File: src/rtl/core/npc_pkg.sv
// Shared types and constants of the normalized preamble correlator.
// Holds the controller/datapath command and status structs and the preamble table.
package npc_pkg;

  localparam int ROM_LEN     = 160;
  localparam int ROM_IDX_W   = 8;
  localparam int MICRO_SCALE = 1000000;
  localparam int Q_FRAC      = 15;
  localparam int RES_W       = Q_FRAC + 1;
  localparam int DRAIN_CYCLES = 2;

  localparam logic [RES_W-1:0] Q_ONE = RES_W'(1) << Q_FRAC;

  typedef struct packed {
    logic accept;
    logic mac_clr;
    logic rd;
    logic mul_load;
    logic mul_step;
    logic check;
    logic srch_step;
    logic out_load;
  } npc_cmd_t;

  typedef struct packed {
    logic win_ready;
    logic mul_done;
    logic ex_zero;
    logic sat;
  } npc_sts_t;

  localparam int ROM_MICRO_I [ROM_LEN] = '{
    1000000, -999800, 992863, -955745, 848732, -625251, 254946, 237120,
    -728495, 995161, -803666, 117841, 700951, -983788, 330258, 715166,
    -905162, -160048, 999277, -156612, -980665, 156490, 999287, 160416,
    -904951, -715600, 329554, 983632, 701660, -116731, -802926, -995294,
    -729516, -238689, 253263, 623795, 847679, 955122, 992594, 999750,
    999997, 998070, 979805, 913080, 752950, 457127, 17459, -496337,
    -906845, -966175, -509440, 314967, 950521, 766044, -219093, -984406,
    -475047, 742721, 778828, -563327, -826269, 627092, 669832, -879754,
    -176462, 975854, -642169, -311545, 949435, -859904, 256628, 422759,
    -868900, 999817, -888576, 656626, -405908, 197824, -59799, 62,
    0, 20006, -119260, 294195, -528823, 780424, -966955, 971480,
    -685051, 98261, 595080, -993032, 713209, 179336, -943891, 698954,
    425066, -987109, 38017, 987660, -195692, -987680, 37768, 987049,
    425516, -698510, -944137, -180192, 712512, 993164, 596078, -96900,
    -683964, -971096, -967397, -781588, -530509, -296214, -121481, -22366,
    -2485, -62094, -199955, -407781, -658078, -889402, -999848, -868130,
    -421464, 257889, 860506, 949102, 310659, -642788, -975704, -175912,
    879960, 669601, -627237, -826234, 563276, 778945, -742513, -475430,
    984307, -218426, -766563, 950231, -313965, -510456, 966510, -906242,
    494987, 19136, -458729, 754216, -913914, 980238, -998210, 1000000
  };

  localparam int ROM_MICRO_Q [ROM_LEN] = '{
    62, -59799, 197824, -405908, 656626, -888576, 999817, -868900,
    422759, 256628, -859904, 949435, -311545, -642169, 975854, -176462,
    -879754, 669832, 627092, -826269, -563327, 778828, 742721, -475047,
    -984406, -219093, 766044, 950521, 314967, -509440, -966175, -906845,
    -496337, 17459, 457127, 752950, 913080, 979805, 998070, 999997,
    999750, 992594, 955122, 847679, 623795, 253263, -238689, -729516,
    -995294, -802926, -116731, 701660, 983632, 329554, -715600, -904951,
    160416, 999287, 156490, -980665, -156612, 999277, -160048, -905162,
    715166, 330258, -983788, 700951, 117841, -803666, 995161, -728495,
    237120, 254946, -625251, 848732, -955745, 992863, -999800, 1000000,
    1000000, -998210, 980238, -913914, 754216, -458729, 19136, 494987,
    -906242, 966510, -510456, -313965, 950231, -766563, -218426, 984307,
    -475430, -742513, 778945, 563276, -826234, -627237, 669601, 879960,
    -175912, -975704, -642788, 310659, 949102, 860506, 257889, -421464,
    -868130, -999848, -889402, -658078, -407781, -199955, -62094, -2485,
    -22366, -121481, -296214, -530509, -781588, -967397, -971096, -683964,
    -96900, 596078, 993164, 712512, -180192, -944137, -698510, 425516,
    987049, 37768, -987680, -195692, 987660, 38017, -987109, 425066,
    698954, -943891, 179336, 713209, -993032, 595080, 98261, -685051,
    971480, -966955, 780424, -528823, 294195, -119260, 20006, 0
  };

endpackage

File: src/rtl/core/npc_ctrl.sv
// Controller: sequences accept, MAC sweep, energy products, root search and output.
// Depends on npc_pkg; commands npc_datapath.
module npc_ctrl import npc_pkg::*; #(
  parameter int WINDOW_LEN = 160
) (
  input  logic     clk,
  input  logic     rst_n,
  input  logic     in_valid,
  output logic     in_stall,
  output logic     out_valid,
  input  logic     out_stall,
  input  npc_sts_t sts,
  output npc_cmd_t cmd
);

  localparam int CNT_MAX = (WINDOW_LEN > Q_FRAC) ? WINDOW_LEN : Q_FRAC;
  localparam int CNTW    = $clog2(CNT_MAX + 1);

  localparam logic [2:0] S_IDLE   = 3'd0;
  localparam logic [2:0] S_MAC    = 3'd1;
  localparam logic [2:0] S_DRAIN  = 3'd2;
  localparam logic [2:0] S_LOAD   = 3'd3;
  localparam logic [2:0] S_MUL    = 3'd4;
  localparam logic [2:0] S_CHECK  = 3'd5;
  localparam logic [2:0] S_SEARCH = 3'd6;
  localparam logic [2:0] S_FIN    = 3'd7;

  logic [2:0]      state_r, state_nxt;
  logic [CNTW-1:0] cnt_r, cnt_nxt;
  logic            out_valid_r, out_valid_nxt;

  always_comb begin
    state_nxt     = state_r;
    cnt_nxt       = cnt_r;
    cmd           = '0;
    in_stall      = 1'b1;
    out_valid_nxt = out_valid_r && out_stall;
    case (state_r)
      S_IDLE: begin
        in_stall = 1'b0;
        if (in_valid) begin
          cmd.accept = 1'b1;
          if (sts.win_ready) begin
            cmd.mac_clr = 1'b1;
            cnt_nxt     = '0;
            state_nxt   = S_MAC;
          end
        end
      end
      S_MAC: begin
        cmd.rd = 1'b1;
        if (cnt_r == CNTW'(WINDOW_LEN - 1)) begin
          cnt_nxt   = '0;
          state_nxt = S_DRAIN;
        end else begin
          cnt_nxt = cnt_r + 1'b1;
        end
      end
      S_DRAIN: begin
        if (cnt_r == CNTW'(DRAIN_CYCLES - 1)) begin
          state_nxt = S_LOAD;
        end else begin
          cnt_nxt = cnt_r + 1'b1;
        end
      end
      S_LOAD: begin
        cmd.mul_load = 1'b1;
        state_nxt    = S_MUL;
      end
      S_MUL: begin
        if (sts.mul_done) begin
          state_nxt = S_CHECK;
        end else begin
          cmd.mul_step = 1'b1;
        end
      end
      S_CHECK: begin
        cmd.check = 1'b1;
        cnt_nxt   = '0;
        state_nxt = (sts.ex_zero || sts.sat) ? S_FIN : S_SEARCH;
      end
      S_SEARCH: begin
        cmd.srch_step = 1'b1;
        if (cnt_r == CNTW'(Q_FRAC - 1)) begin
          state_nxt = S_FIN;
        end else begin
          cnt_nxt = cnt_r + 1'b1;
        end
      end
      S_FIN: begin
        if (!out_valid_r || !out_stall) begin
          cmd.out_load  = 1'b1;
          out_valid_nxt = 1'b1;
          state_nxt     = S_IDLE;
        end
      end
      default: begin
        state_nxt = S_IDLE;
      end
    endcase
  end

  always_ff @(posedge clk) begin
    if (!rst_n) begin
      state_r     <= S_IDLE;
      cnt_r       <= '0;
      out_valid_r <= 1'b0;
    end else begin
      state_r     <= state_nxt;
      cnt_r       <= cnt_nxt;
      out_valid_r <= out_valid_nxt;
    end
  end

  assign out_valid = out_valid_r;

endmodule

File: config.mk
export PLATFORM = sky130hd
export DESIGN_NAME = npc_ctrl
export DESIGN_NICKNAME = d
export VERILOG_FILES = /design/src/rtl/core/npc_pkg.sv /design/src/rtl/core/npc_ctrl.sv
export SDC_FILE = /design/constraint.sdc
export NUM_CORES = 1
export LEC_CHECK = 0
export BUFFER_PORTS_ARGS = -buffer_cell sky130_fd_sc_hd__buf_4
export CAP_MARGIN = 20
export CORE_MARGIN = 4
export CORE_UTILIZATION = 46
export DETAILED_ROUTE_END_ITERATION = 12
export GPL_TIMING_DRIVEN = 0
export PLACE_DENSITY = 0.71
export REMOVE_ABC_BUFFERS = 1
export SLEW_MARGIN = 5
export SYNTH_ARGS = -nofsm -noshare
export SYNTH_HDL_FRONTEND = slang
export SYNTH_SLANG_ARGS = --single-unit
File: constraint.sdc
create_clock -name clk -period 1.8 [get_ports clk]
set_clock_uncertainty 0.1 [all_clocks]
set_input_delay 0.18 -clock clk [delete_from_list [all_inputs] [get_ports clk]]
set_output_delay 0.18 -clock clk [all_outputs]
set_load 0.05 [all_outputs]
==> qor.yml <==
run_status:
  status: "complete, but fails checks"
  violations: "negative setup slack"
sta:
  relSlewSlack_pct: 76.5
  setup_viol: 7
  hold_slack_ps: 114
  timing.final.crit_share_pct: 103
  rsz0062_at_grt: "true"
  hold_viol: 0
  drv_slew: 0
  tightest_slew_ps: 349
  setup_tns_ps: -190
  postLayoutSetupSlackWorst_ps: -49.5
  max_freq_mhz: 541
  period_needed_ps: 1850
worst_setup_path:
  r2r_end: "state_r[0]"
  critPathMaxStageDelay_ps: 480
  cp-start-kind: "flop"
  ff2ff_setup_slack_ps: -50
  critPathRequiredTime_ps: 1860
  worst_path_max_delay_cell: "dfxtp_1"
  critPathCaptureType: "flop"
  crit_type: "flop to flop"
  path_cells: "and3_4 > a41o_1 > a21boi_4 > buf_6 > and4_1 > nor3_2"
  ff2ff_path_depth: 6
  cp_data_arrival_time_ps: 1910
  cp_max_fo: 6
  timing.rr.start: "cnt_r[3]"
cts:
  root_buffer: "clkbuf_4"
  cts_tree: "yes"
  cts_buffers: 3
  holdBufCountCts: 0
  clkLatencyLatePin_ps: 280
  clk_pin_slew_worst_paths_ps: 70
  htree_levels: 1
  cts.sinks: 12
  clk_path_buf_depth: 2
floorplanning:
  core_mm2: 0.00154
  placementRows: 14
  num_io_pins: 18
  start_util_pct: 50.0
  dieArea_mm2: 0.00239
  die_width_um: 48.9
  fp.dieH_um: 48.9
pwr:
  p_sw_share_pct: 44.2
  sequentialPowerShare_pct: 22.3
  leakagePower_uw: 0.000468
  p_clk_share_pct: 14.1
  p_comb_share_pct: 63.6
  ir_drop_uv: 782
  p_total_uw: 1550
  switchingPower_uw: 686
  p_int_uw: 866
  power_density_mw_per_mm2: 1340
final_layout:
  utilization_pct: 75.3
  finalNetCount: 140
  drive_gt1_share_pct: 44.5
  n_fill_cell: 119
  stdcell_area_mm2: 0.00116
  area_growth_pct: 50.6
  diodes: 0
logic_synthesis:
  synth_common_cells: "a21oi_1, dfxtp_1, nand2_1"
  syn_area_um2: 771
  synth_top_area_share_pct: 31.2
  synthCells: 101
  synth_ff_type: "dfxtp_1"
  synth.avg_cell_area_um2: 7.63
  synth_area_leader_cell: "dfxtp_1"
  ys_ff_latch: 12
  ys_warn_count: 0
  async_reset_ff_share_pct: 0
  synth_edf_count: 0
  synth_area_leaders: "dfxtp_1, a21oi_1, nand2_1"
  seq_area_frac_synth_pct: 31.2
  ys_types: 30
global_route:
  grt_max_degree: 13
  antenna_found_initial: 0
  grt_pass1_vias: 776
  grt_overflow: 0
  grt_usage_pct: 18.3
  grt_pass1_wl_um: 3570
min_path:
  hold_depth: 3
  min_to: "out_valid"
  min-delay-start: "out_stall"
  min_path_type: "input pin to flop"
detailed_routing:
  first_iter_violations: 39
  via_count: 885
  routed_wl_um: 2310
  wl_per_cell_um: 16.0
  dr.pass1.iters: 4
  via_per_inst: 6.15
  drc: 0
  ant_nets: 0
placement:
  post-dp-hpwl_um: 1260
  gp_congestion: 0.777
  numPortBuffers: 17
  postPlaceCellArea_um2: 903
run:
  maxCapViolations: 0
-- worst max-delay path by stage --
stage                       endpoint        from  slack, ps  cells past startpoint
after CTS                   cnt_r[3]  state_r[2]        -20                      5
after floorplan               cmd[6]  state_r[1]      -1210                      2
after detailed placement    cnt_r[1]    cnt_r[0]       -280                      7
final                     state_r[0]    cnt_r[3]        -50                      6
after global routing      state_r[0]    cnt_r[3]       -110                      6
after global placement      cnt_r[3]  state_r[0]       -270                      5
-- repair_timing --
action,4_1_cts,5_1_grt
pin swaps,9,6
cloned,0,0
endpoints found under the setup margin,12,11
gates resized for setup,19,20
setup buffers,8,2
-- logic make-up after synthesis --
| logic type | count (synthesis) | synth area share [%] |
|---|---|---|
| simple gates | 49 | 36.5 |
| compound gates | 25 | 20.0 |
| flops | 12 | 31.2 |
| buf+inv | 10 | 4.87 |
| fa+ha+maj | 3 | 4.87 |
| mux | 2 | 2.60 |
-- flip-flops by register name, summed over array words and instances (netlist names) --
register / cells
out_valid: 1
cnt_r: 8
state_r: 3
-- layout by cell type (no fill, tap or decap), types with 3 or more instances in the layout --
cell	instances
inv_1	4
dfxtp_1	5
or4_1	4
dfxtp_4	5
buf_4	23
a21oi_1	11
clkbuf_4	3
nor3_1	3
nand2_1	11
nor2_1	4
buf_6	4
nand3_1	4
and2_1	3
o21ai_1	4
-- power by group through the flow --
stage / logic, µW / clock network (µW) / registers, µW
after global placement: 608 / 0 / 369
after global routing: 1060 / 231 / 348
final: 987 / 220 / 346
after CTS: 828 / 222 / 332
after floorplan: 473 / 0 / 351
after detailed placement: 615 / 0 / 369
-- through the flow --
stage,std cells,worst slack [ps]
finish,144,-49.5
global route,144,-113
CTS,142,-19.3
detailed placement,130,-278
global placement,130,-274
floorplan,97,-1210
-- layer usage --
layer / share of wire, % / global-route usage [%] / vias up / wire length (µm)
li1: - / - / 421 / -
met1: 43 / 22.2 / 418 / 983
met2: 49 / 31.3 / 42 / 1130
met3: 6.8 / 4.89 / 4 / 157
met4: 1.6 / 5.38 / 0 / 37
met5: 0 / 0 / - / 0
-- worst max-delay path, delay by kind of cell (launching register included) --
kind,cells,cell delay (ps)
flops,1,480
simple gates,3,490
compound gates,2,510
buf+inv,1,140
-- cell type report --
type / instances / area [µm²] / share of cell area [%]
clock buffers: 4 / 36.3 / 3.13
inverters: 6 / 22.5 / 1.94
well taps: 16 / 20.0 / 1.72
repair buffers: 27 / 218 / 18.8
flip-flops and latches: 12 / 262 / 22.5
multi-input cells: 79 / 603 / 51.9
Power figures use the tool's default switching activity.
